### src/drs_pkg.sv
package drs_pkg;

   // Fixed point of the spin rate: 1.0 in 8.24
   localparam int unsigned FRAC_BITS  = 24;
   localparam int unsigned RATE_W     = 31;
   localparam int unsigned WORD_W     = 32;
   localparam int unsigned FAST_W     = 29;
   localparam int unsigned MULT_T_W   = 17;

   localparam logic [WORD_W-1:0] UNITY      = 32'd16777216;
   localparam logic [WORD_W-1:0] ALL_ONES   = 32'hFFFF_FFFF;
   localparam logic [WORD_W-1:0] FAST_LIMIT = 32'd134217728;   // eight times unity
   localparam logic [WORD_W-1:0] NATIVE_RST = 32'd16777216;

   // Shared divider: widest dividend is rate << 24
   localparam int unsigned DVD_W      = RATE_W + FRAC_BITS;
   localparam int unsigned CNT_W      = 6;
   localparam logic [CNT_W-1:0] STEPS_SPIN = 6'(DVD_W);
   localparam logic [CNT_W-1:0] STEPS_WORD = 6'(WORD_W);

   typedef struct packed {
      logic              start;
      logic [DVD_W-1:0]  dividend;
      logic [WORD_W-1:0] divisor;
      logic [CNT_W-1:0]  steps;
   } div_ctrl_type;

   typedef struct packed {
      logic              done;
      logic [WORD_W-1:0] quotient;
   } div_sts_type;

endpackage

### src/drs_div.sv
// Restoring divider, one quotient bit per cycle. The dividend is taken MSB
// first; only the low 32 quotient bits are kept. A zero divisor yields all ones.
module drs_div
   import drs_pkg::*;
(
   input  logic         clock,
   input  logic         reset,
   input  div_ctrl_type ctrl,
   output div_sts_type  sts
);

   logic [DVD_W-1:0]  dvd_ff, dvd_in;
   logic [WORD_W-1:0] dsr_ff, dsr_in;
   logic [WORD_W-1:0] rem_ff, rem_in;
   logic [WORD_W-1:0] quo_ff, quo_in;
   logic [CNT_W-1:0]  cnt_ff, cnt_in;
   logic              busy_ff, busy_in;
   logic              done_ff, done_in;

   logic [WORD_W:0]   shifted;
   logic [WORD_W:0]   diff;
   logic              ge;

   always_comb begin
      shifted = {rem_ff, dvd_ff[DVD_W-1]};
      diff    = shifted - {1'b0, dsr_ff};
      ge      = shifted >= {1'b0, dsr_ff};

      dvd_in  = dvd_ff;
      dsr_in  = dsr_ff;
      rem_in  = rem_ff;
      quo_in  = quo_ff;
      cnt_in  = cnt_ff;
      busy_in = busy_ff;
      done_in = 1'b0;

      if (ctrl.start) begin
         dvd_in  = ctrl.dividend;
         dsr_in  = ctrl.divisor;
         rem_in  = '0;
         quo_in  = '0;
         cnt_in  = ctrl.steps;
         busy_in = 1'b1;
      end else if (busy_ff) begin
         rem_in = ge ? diff[WORD_W-1:0] : shifted[WORD_W-1:0];
         quo_in = {quo_ff[WORD_W-2:0], ge};
         dvd_in = {dvd_ff[DVD_W-2:0], 1'b0};
         cnt_in = cnt_ff - 1'b1;
         if (cnt_ff == CNT_W'(1)) begin
            busy_in = 1'b0;
            done_in = 1'b1;
         end
      end
   end

   always_ff @(posedge clock) begin
      if (reset) begin
         busy_ff <= 1'b0;
         done_ff <= 1'b0;
         cnt_ff  <= '0;
      end else begin
         busy_ff <= busy_in;
         done_ff <= done_in;
         cnt_ff  <= cnt_in;
      end
   end

   always_ff @(posedge clock) begin
      dvd_ff <= dvd_in;
      dsr_ff <= dsr_in;
      rem_ff <= rem_in;
      quo_ff <= quo_in;
   end

   assign sts.done     = done_ff;
   assign sts.quotient = quo_ff;

endmodule

### src/delay_resample_rate_setup_top.sv
// Resampling setup for a variable-speed delay line. Each request is either a
// clear (req_kind = 1), which drops the resampling flag, or a setup for a
// render rate. A setup with the flag clear and req_rate equal to the native
// rate returns an all-zero, inactive response; any other setup sets the flag
// and returns the 8.24 spin rate, its reciprocal and the slow- or fast-mode
// settings. One request is in flight at a time. Clear and native-rate requests
// go straight from IDLE to DONE; setups wait on the single shared bit-serial
// divider: 55 steps for the spin rate, 32 for the reciprocal and, in slow mode,
// 32 for the write-size adjustment. A finished response sits in an output
// register, so the next request transfers while it waits for rsp_ready.
// csr_native_rate is always taken and must be written only while idle.
module delay_resample_rate_setup_top
   import drs_pkg::*;
(
   input  logic              clock,
   input  logic              reset,

   input  logic              csr_valid,
   output logic              csr_ready,
   input  logic [WORD_W-1:0] csr_native_rate,

   input  logic              req_valid,
   output logic              req_ready,
   input  logic              req_kind,
   input  logic [RATE_W-1:0] req_rate,

   output logic              rsp_valid,
   input  logic              rsp_ready,
   output logic              rsp_active,
   output logic              rsp_slow_mode,
   output logic [WORD_W-1:0] rsp_spin_rate,
   output logic [FAST_W-1:0] rsp_fast_spin_rate,
   output logic [WORD_W-1:0] rsp_reciprocal_rate,
   output logic [WORD_W-1:0] rsp_rate_multiple,
   output logic [WORD_W-1:0] rsp_write_size_adjust
);

   typedef enum logic [6:0] {
      ST_IDLE   = 7'b0000001,
      ST_SPIN   = 7'b0000010,
      ST_RECIP  = 7'b0000100,
      ST_MUL    = 7'b0001000,
      ST_WSA_GO = 7'b0010000,
      ST_WSA    = 7'b0100000,
      ST_DONE   = 7'b1000000
   } state_type;

   state_type         state_ff, state_in;
   logic              flag_ff, flag_in;
   logic [WORD_W-1:0] native_ff, native_in;

   // Working values of the request in flight
   logic              act_ff, act_in;
   logic              slow_ff, slow_in;
   logic [WORD_W-1:0] spin_ff, spin_in;
   logic [WORD_W-1:0] recip_ff, recip_in;
   logic [WORD_W-1:0] mult_ff, mult_in;
   logic [WORD_W-1:0] wsa_ff, wsa_in;

   // Output register
   logic              ovld_ff, ovld_in;
   logic              oact_ff, oact_in;
   logic              oslow_ff, oslow_in;
   logic [WORD_W-1:0] ospin_ff, ospin_in;
   logic [FAST_W-1:0] ofast_ff, ofast_in;
   logic [WORD_W-1:0] orecip_ff, orecip_in;
   logic [WORD_W-1:0] omult_ff, omult_in;
   logic [WORD_W-1:0] owsa_ff, owsa_in;

   div_ctrl_type      div_ctrl;
   div_sts_type       div_sts;

   logic                req_xfer;
   logic                out_free;
   logic [MULT_T_W-1:0] t1;
   logic [40:0]         prod_mult;
   logic [48:0]         prod_wsa;
   logic [WORD_W-1:0]   clamped;

   drs_div u_div (
      .clock (clock),
      .reset (reset),
      .ctrl  (div_ctrl),
      .sts   (div_sts)
   );

   assign csr_ready = 1'b1;
   assign req_ready = (state_ff == ST_IDLE);
   assign req_xfer  = req_valid && req_ready;
   assign out_free  = !ovld_ff || rsp_ready;

   // t = (reciprocal >> 16) + 1, at most 0x10000
   assign t1        = {1'b0, recip_ff[WORD_W-1:16]} + MULT_T_W'(1);
   assign prod_mult = spin_ff[WORD_W-1:8] * t1;
   assign prod_wsa  = mult_ff * t1;
   assign clamped   = (spin_ff < FAST_LIMIT) ? spin_ff : FAST_LIMIT;

   always_comb begin
      state_in  = state_ff;
      flag_in   = flag_ff;
      native_in = native_ff;
      act_in    = act_ff;
      slow_in   = slow_ff;
      spin_in   = spin_ff;
      recip_in  = recip_ff;
      mult_in   = mult_ff;
      wsa_in    = wsa_ff;

      ovld_in   = ovld_ff;
      oact_in   = oact_ff;
      oslow_in  = oslow_ff;
      ospin_in  = ospin_ff;
      ofast_in  = ofast_ff;
      orecip_in = orecip_ff;
      omult_in  = omult_ff;
      owsa_in   = owsa_ff;

      div_ctrl          = '0;
      div_ctrl.dividend = {req_rate, FRAC_BITS'(0)};
      div_ctrl.divisor  = native_ff;
      div_ctrl.steps    = STEPS_SPIN;

      if (csr_valid && csr_ready) begin
         native_in = csr_native_rate;
      end

      // Drop the response once it is taken
      if (ovld_ff && rsp_ready) begin
         ovld_in = 1'b0;
      end

      unique case (state_ff)
         ST_IDLE: begin
            if (req_xfer) begin
               if (req_kind) begin
                  flag_in  = 1'b0;
                  act_in   = 1'b0;
                  state_in = ST_DONE;
               end else if (!flag_ff && ({1'b0, req_rate} == native_ff)) begin
                  act_in   = 1'b0;
                  state_in = ST_DONE;
               end else begin
                  flag_in        = 1'b1;
                  act_in         = 1'b1;
                  div_ctrl.start = 1'b1;
                  state_in       = ST_SPIN;
               end
            end
         end
         ST_SPIN: begin
            if (div_sts.done) begin
               spin_in           = div_sts.quotient;
               div_ctrl.start    = 1'b1;
               div_ctrl.dividend = {ALL_ONES, (DVD_W - WORD_W)'(0)};
               div_ctrl.divisor  = {8'd0, div_sts.quotient[WORD_W-1:8]};
               div_ctrl.steps    = STEPS_WORD;
               state_in          = ST_RECIP;
            end
         end
         ST_RECIP: begin
            if (div_sts.done) begin
               recip_in = div_sts.quotient;
               slow_in  = spin_ff < UNITY;
               state_in = (spin_ff < UNITY) ? ST_MUL : ST_DONE;
            end
         end
         ST_MUL: begin
            mult_in  = prod_mult[WORD_W-1:0];
            state_in = ST_WSA_GO;
         end
         ST_WSA_GO: begin
            div_ctrl.start    = 1'b1;
            div_ctrl.dividend = {ALL_ONES, (DVD_W - WORD_W)'(0)};
            div_ctrl.divisor  = prod_wsa[WORD_W-1:0];
            div_ctrl.steps    = STEPS_WORD;
            state_in          = ST_WSA;
         end
         ST_WSA: begin
            if (div_sts.done) begin
               wsa_in   = div_sts.quotient;
               state_in = ST_DONE;
            end
         end
         ST_DONE: begin
            // Hold until the output register is free, then load it
            if (out_free) begin
               ovld_in   = 1'b1;
               oact_in   = act_ff;
               oslow_in  = act_ff && slow_ff;
               ospin_in  = act_ff ? spin_ff : '0;
               ofast_in  = (act_ff && !slow_ff) ? {clamped[FAST_W-2:0], 1'b0} : '0;
               orecip_in = !act_ff ? '0 : (slow_ff ? recip_ff : {1'b0, recip_ff[WORD_W-1:1]});
               omult_in  = (act_ff && slow_ff) ? mult_ff : '0;
               owsa_in   = (act_ff && slow_ff) ? wsa_ff : '0;
               state_in  = ST_IDLE;
            end
         end
         default: begin
            state_in = ST_IDLE;
         end
      endcase
   end

   always_ff @(posedge clock) begin
      if (reset) begin
         state_ff  <= ST_IDLE;
         flag_ff   <= 1'b0;
         native_ff <= NATIVE_RST;
         ovld_ff   <= 1'b0;
         act_ff    <= 1'b0;
         slow_ff   <= 1'b0;
      end else begin
         state_ff  <= state_in;
         flag_ff   <= flag_in;
         native_ff <= native_in;
         ovld_ff   <= ovld_in;
         act_ff    <= act_in;
         slow_ff   <= slow_in;
      end
   end

   always_ff @(posedge clock) begin
      spin_ff   <= spin_in;
      recip_ff  <= recip_in;
      mult_ff   <= mult_in;
      wsa_ff    <= wsa_in;
      oact_ff   <= oact_in;
      oslow_ff  <= oslow_in;
      ospin_ff  <= ospin_in;
      ofast_ff  <= ofast_in;
      orecip_ff <= orecip_in;
      omult_ff  <= omult_in;
      owsa_ff   <= owsa_in;
   end

   assign rsp_valid             = ovld_ff;
   assign rsp_active            = oact_ff;
   assign rsp_slow_mode         = oslow_ff;
   assign rsp_spin_rate         = ospin_ff;
   assign rsp_fast_spin_rate    = ofast_ff;
   assign rsp_reciprocal_rate   = orecip_ff;
   assign rsp_rate_multiple     = omult_ff;
   assign rsp_write_size_adjust = owsa_ff;

   a_clear_drops_flag: assert property (@(posedge clock) disable iff (reset)
      req_valid && req_ready && req_kind |=> !flag_ff)
      else $error("flag still set after clear transfer");

   a_div_done_expected: assert property (@(posedge clock) disable iff (reset)
      div_sts.done |-> (state_ff == ST_SPIN || state_ff == ST_RECIP || state_ff == ST_WSA))
      else $error("divider finished outside a divide step");

   a_inactive_zero: assert property (@(posedge clock) disable iff (reset)
      rsp_valid && !rsp_active |-> (rsp_spin_rate == '0 && !rsp_slow_mode
                                    && rsp_reciprocal_rate == '0))
      else $error("inactive response carries settings");

   a_mode_fields: assert property (@(posedge clock) disable iff (reset)
      rsp_valid && rsp_slow_mode |-> rsp_fast_spin_rate == '0)
      else $error("slow-mode response has a fast spin rate");

endmodule

### config.mk
export PLATFORM = sky130hd
export DESIGN_NAME = delay_resample_rate_setup_top
export DESIGN_NICKNAME = d
export VERILOG_FILES = /design/src/drs_pkg.sv /design/src/drs_div.sv /design/src/delay_resample_rate_setup_top.sv
export SDC_FILE = /design/constraint.sdc
export NUM_CORES = 2
export LEC_CHECK = 0
export BUFFER_PORTS_ARGS = -buffer_cell sky130_fd_sc_hd__buf_2
export CAP_MARGIN = 20
export CORE_MARGIN = 2
export CORE_UTILIZATION = 40
export CTS_CLUSTER_DIAMETER = 50
export DETAILED_ROUTE_END_ITERATION = 12
export SETUP_SLACK_MARGIN = 0.2
export SYNTH_ARGS = -nofsm -noshare
export SYNTH_HDL_FRONTEND = slang
export SYNTH_HIERARCHICAL = 1
export SYNTH_SLANG_ARGS = --single-unit
### constraint.sdc
create_clock -name clock -period 8.2 [get_ports clock]
set_clock_uncertainty 0.2 [all_clocks]
set_input_delay 0.41 -clock clock [delete_from_list [all_inputs] [get_ports clock]]
set_output_delay 0.41 -clock clock [all_outputs]
set_load 0.01 [all_outputs]
# Yosys cells after proc, flatten, opt, wreduce, memory -nomap -nowiden
# Cells that the tools add are included.
# op_classes
reduce_logical	20
bitwise_logic	1
div	0
mux	31
mul	2
n_addsub	3
order_cmp	3
n_eq_ne	15
n_shift	0
# op_table
operator	n
93-bit case mux with 2 select lines	1
55-bit 2-to-1 mux	2
94-bit 2-to-1 mux	1
7-bit 2-to-1 mux	8
7-bit case mux with 7 select lines	1
33-bit by 32-bit greater-or-equal comparator with 1-bit output	1
31-bit by 32-bit equality test with 1-bit output	1
32-bit by 25-bit < comparator with 1-bit output, second input constant	1
32-bit by 28-bit < comparator with 1-bit output, second input constant	1
24-bit by 17-bit multiplier with 32-bit output	1
32-bit by 17-bit multiplier with 32-bit output	1
32-bit 2-to-1 mux	1
32-bit subtractor	1
31-bit 2-to-1 mux	1
28-bit 2-to-1 mux	1
16-bit by 1-bit adder with 17-bit output, second input constant	1
2-bit AND reduction	7
1-bit 2-to-1 mux	12
6-bit 2-to-1 mux	2
2-bit by 1-bit != test with 1-bit output, second input constant	4
7-bit by 1-bit equality test with 1-bit output, second input constant	1
7-bit by 2-bit equality test with 1-bit output, second input constant	1
7-bit by 3-bit equality test with 1-bit output, second input constant	1
7-bit by 4-bit equality test with 1-bit output, second input constant	1
other kinds (15)	22
# word_totals
mem_count	0
rom_bits	0
ram_bits	0
regBits	489
latchBits	0
inputBits	69

# Longest topological paths before layout
# depth
word_depth	7
ltp_mapped	29
ltp_nobuf	26

# Cells and area by module
# Netlist, hierarchy kept.
# by_module_without_submodules
mod	instances	cells_each	seq_area_each_um2	area_each_um2
delay_resample_rate_setup_top	1	3668	9449.1	36314.8
drs_div	1	758	4053.9	8192.9

# Worst setup path after synthesis
# No wires, ideal clock.
# synth_timing
kind	register to register
startpoint	register state_ff[2]
endpoint	register oact_ff (netlist: rsp_active), enable pin
path_buffers	1
path_slack_ps	-751
setup_ps	696
required_ps	7304
arrival_time_ps	8055
stages_incl_launch_ff	6
cell_sequence	dfxtp_1 > clkbuf_1 > nor3_1 > nor3b_1 > nand3b_1 > nor2b_1
# synth_between
elab_chain_cells	2
# synth_lines
element	line	source
start, declared	delay_resample_rate_setup_top.sv:48	state_type state_ff, state_in;
start signal, assigned	delay_resample_rate_setup_top.sv:213	state_ff <= state_in;
7-bit equality test	delay_resample_rate_setup_top.sv:132	unique case (state_ff)
2-bit AND reduction (no line)	--	
end signal, assigned	delay_resample_rate_setup_top.sv:227	oact_ff <= oact_in;
end, declared	delay_resample_rate_setup_top.sv:62	logic oact_ff, oact_in;
# No other way between the ends.
# A chain may end at the register's enable or synchronous reset.

# Final worst setup path
# layout_timing
startpoint	register recip_ff[22]
endpoint	register mult_ff[27] (data pin)
# layout_between
elab_chain_cells	2
# layout_lines
element	line	source
start, declared	delay_resample_rate_setup_top.sv:56	logic [WORD_W-1:0] recip_ff, recip_in;
start signal, assigned	delay_resample_rate_setup_top.sv:224	recip_ff <= recip_in;
16-bit by 1-bit adder with 17-bit output	delay_resample_rate_setup_top.sv:93	assign t1 = {1'b0, recip_ff[WORD_W-1:16]} + MULT_T_W'(1);
24-bit by 17-bit multiplier with 32-bit output	delay_resample_rate_setup_top.sv:94	assign prod_mult = spin_ff[WORD_W-1:8] * t1;
named net prod_mult[27]	delay_resample_rate_setup_top.sv:76	logic [40:0] prod_mult;
end signal, assigned	delay_resample_rate_setup_top.sv:225	mult_ff <= mult_in;
end, declared	delay_resample_rate_setup_top.sv:57	logic [WORD_W-1:0] mult_ff, mult_in;
# The timed path passes the listed nets, and every way through them passes these cells.

==> impl_metrics.py <==
metrics = {
    "status": {
        "status": "finished clean",
    },
    "sta": {
        "timing.final.crit_period_ns": 7.67,
        "hold_viol_final": 0,
        "finalMaxSlewViolations": 0,
        "fin_hold_ws_ns": 0.0318,
        "finalSetupViolations": 0,
        "rsz0062_at_grt": "false",
        "max_freq_mhz": 130,
        "worstMarginPinSlew_ns": 1.11,
        "post-route-period-util_pct": 93.6,
        "slew_headroom_pct": 25.7,
        "final.setup.tns_ns": 0,
    },
    "finish": {
        "area_growth_syn_to_layout_pct": 13.8,
        "fin_util_pct": 45.8,
        "top_register": "u_div/dvd_ff",
        "nets": 5526,
        "drive_gt1_share_pct": 12.1,
        "final_cells": 6210,
        "largest_reg_flops": 55,
        "nFillCells": 10500,
    },
    "clock_tree": {
        "htree_levels": 3,
        "cts.path.max_buffers": 3,
        "clockRootBuffer": "clkbuf_16",
        "clk_pin_slew_ns": 0.05,
        "cts_made_buffers": 71,
        "insertion_delay_ns": 0.63,
        "clock-sinks": 488,
        "tritoncts": "yes",
    },
    "yosys": {
        "synthFlopType": "edfxtp_1",
        "synth_top_area_share_pct": 27.7,
        "yosysTopAreaCell": "fa_1",
        "synth_cell_types": 84,
        "synth-edff-count": 373,
        "synth_area_leaders": "fa_1 28%, edfxtp_1 25%, inv_1 7.0%",
        "synth-warning-count": 6,
        "async_flop_share_pct": 0,
        "avgSynthCellArea_um2": 10.1,
        "yosysSeqAreaShare_pct": 30.3,
        "netlist_instances": 4426,
        "yosysMostFrequentCell": "inv_1",
        "syn_area_um2": 44500,
        "synth-seq-cells": 488,
        "yosys-top-cells-count": "835 x inv_1, 615 x fa_1, 613 x nand2_1",
    },
    "power": {
        "intPower_w": 0.00519,
        "sw_frac_of_total_pct": 27.4,
        "power_density_nw_per_um2": 141,
        "power_switching_w": 0.00196,
        "p_seq_share_pct": 40.9,
        "combPwrFrac_pct": 15.7,
        "total_power_w": 0.00715,
        "p_leak_nw": 22.8,
        "vdd_ir_drop_max_mv": 0.134,
        "clkPwrFrac_pct": 43.3,
    },
    "routing": {
        "drt-total-wl_um": 127000,
        "drc": 0,
        "firstDrtPassIters": 5,
        "via_count": 31900,
        "wl_per_cell_um": 20.4,
        "via_per_inst": 5.14,
        "drtIter0Drc": 2256,
        "ant_nets": 0,
    },
    "floorplan": {
        "dieArea_um2": 114000,
        "initial_utilization_pct": 40.3,
        "ioPinCount": 231,
        "die_y_um": 338,
        "rows": 122,
        "die_x_um": 338,
        "core_um2": 111000,
    },
    "placement": {
        "hpwl_um": 94300,
        "dp_cells": 6030,
        "io_buffers": 228,
        "gp_congestion": 0.922,
    },
    "setup_path": {
        "cp_data_arrival_time_ns": 7.87,
        "critPathBufInv": 6,
        "end_kind": "flip-flop",
        "crit_path_frequent_cell": "fa_1",
        "critPathRequiredTime_ns": 8.40,
        "crit_path_top_delay_cell": "fa_1",
        "cp_max_fo": 18,
        "crit_type": "flip-flop to flip-flop",
        "cpPeakStageDelay_ns": 0.50,
        "critPathTopFamily": "adder cells",
        "crit_path_start_kind": "flip-flop",
    },
    "grt": {
        "grt_pass1_vias": 33100,
        "grt_pass1_wl_um": 198000,
        "overflow": 0,
        "grt.total_usage_pct": 22.8,
        "grt_max_degree": 143,
        "antenna_found_initial": 3,
    },
    "flow_run": {
        "maxCapViolCount": 0,
    },
    "min_path": {
        "min_path_type": "input pin to flip-flop",
    },
}
-- kinds of logic after synthesis --
kind of cell,share of synthesized area (%)
AOI/OAI and AO/OA,5.20
adders and majority gates,32.7
DFF,30.3
buffers and inverters,9.20
muxes,3.91
other,0.0169
xor gates and xnor gates,3.42
and+or+nand+nor,15.2
-- layout make-up --
class,count,area [um2],share of cell area (%)
antenna,2,5.00,0.00988
clock buffer,92,2040,4.04
sequential,488,13500,26.7
timing repair buffer,381,2470,4.89
tap,1488,1860,3.68
inverter,835,3130,6.19
clock inverter,38,377,0.743
multi-input combinational,2886,27200,53.8
-- worst register-to-register path, cell delays in order, from the launching register on --
cell	delay, ns
edfxtp_1	0.48
and4_1	0.27
nand4_1	0.32
nor3_2	0.30
xor2_2	0.15
buf_4	0.24
buf_4	0.27
nand2_1	0.11
fa_1	0.50
fa_1	0.49
inv_1	0.05
fa_1	0.47
inv_1	0.05
fa_1	0.44
fa_1	0.49
inv_1	0.05
fa_1	0.47
ha_1	0.43
a21o_1	0.16
a21oi_1	0.07
o221a_2	0.27
a21oi_1	0.34
buf_4	0.18
nor3_1	0.07
o21a_1	0.19
o311ai_0	0.36
-- routing by layer --
layer / routed length (um) / global-route usage [%]
met3: 7670 / 2.98
met5: 0 / 0
met2: 60300 / 37.4
met1: 53800 / 30.7
met4: 4970 / 8.68
-- power by group through the flow --
stage               Sequential (W)  Combinational [W]  Clock [W]
floorplan                  0.00294           0.000861          0
global placement           0.00297            0.00108          0
detailed placement         0.00297            0.00109          0
CTS                        0.00292            0.00112    0.00317
global route               0.00294            0.00125    0.00326
finish                     0.00293            0.00112    0.00310
-- metrics by stage --
| stage | worst slack, ns | cell area [um2] |
|---|---|---|
| floorplan | 1.03 | 44600 |
| global placement | 0.445 | 47700 |
| detailed placement | 0.314 | 47700 |
| CTS | 0.224 | 50500 |
| global route | 0.157 | 50600 |
| finish | 0.527 | 50700 |
-- final timing paths --
kind	startpoint	to	slack (ns)	cells after the start
worst max-delay path	recip_ff[22]$_DFFE_PP_	mult_ff[27]$_DFFE_PP_	0.53	25
worst min-delay path	req_rate[7]	u_div/dvd_ff[31]$_DFFE_PP_	0.03	3
worst max register to register	recip_ff[22]$_DFFE_PP_	mult_ff[27]$_DFFE_PP_	0.53	25
worst min register to register	u_div/rem_ff[18]$_SDFFE_PP0P_	u_div/rem_ff[18]$_SDFFE_PP0P_	0.28	2
-- layout by cell type (no fill, tap or decap), types with 8 or more instances in the layout --
| cell | synthesis | layout |
|---|---|---|
| a211oi_1 | 19 | 19 |
| dfxtp_1 | 115 | 112 |
| buf_4 | 4 | 103 |
| conb_1 | 2 | 27 |
| inv_1 | 835 | 834 |
| dlygate4sd3_1 | 0 | 44 |
| nor3_1 | 32 | 30 |
| a21oi_1 | 85 | 84 |
| and2_1 | 264 | 263 |
| clkbuf_1 | 205 | 10 |
| or3_1 | 33 | 33 |
| nand2b_1 | 58 | 57 |
| a21o_1 | 38 | 38 |
| o31ai_1 | 10 | 10 |
| nand3_1 | 20 | 20 |
| edfxtp_1 | 373 | 373 |
| fa_1 | 615 | 615 |
| nor2b_1 | 47 | 46 |
| o21a_1 | 15 | 15 |
| nor4_1 | 9 | 8 |
| xnor2_1 | 112 | 103 |
| inv_6 | 0 | 9 |
| buf_2 | 7 | 228 |
| a22oi_1 | 26 | 26 |
| clkbuf_16 | 0 | 78 |
| o21ai_0 | 68 | 68 |
| mux2_2 | 56 | 56 |
| and3_1 | 78 | 78 |
| nand4_1 | 28 | 28 |
| mux2i_1 | 111 | 111 |
| nand2_1 | 613 | 613 |
| o21bai_1 | 11 | 11 |
| ha_1 | 179 | 178 |
| xor2_1 | 47 | 43 |
| nor2_1 | 161 | 158 |
| nand3b_1 | 8 | 8 |
-- timing repair --
action | in CTS | in global routing
hold endpoints to repair | 45 | 0
hold buffers | 44 | 0
buffers inserted | 0 | 4
gates resized for setup | 0 | 6
endpoints found under the setup margin | 0 | 16
(Power assumes the default switching activity.)
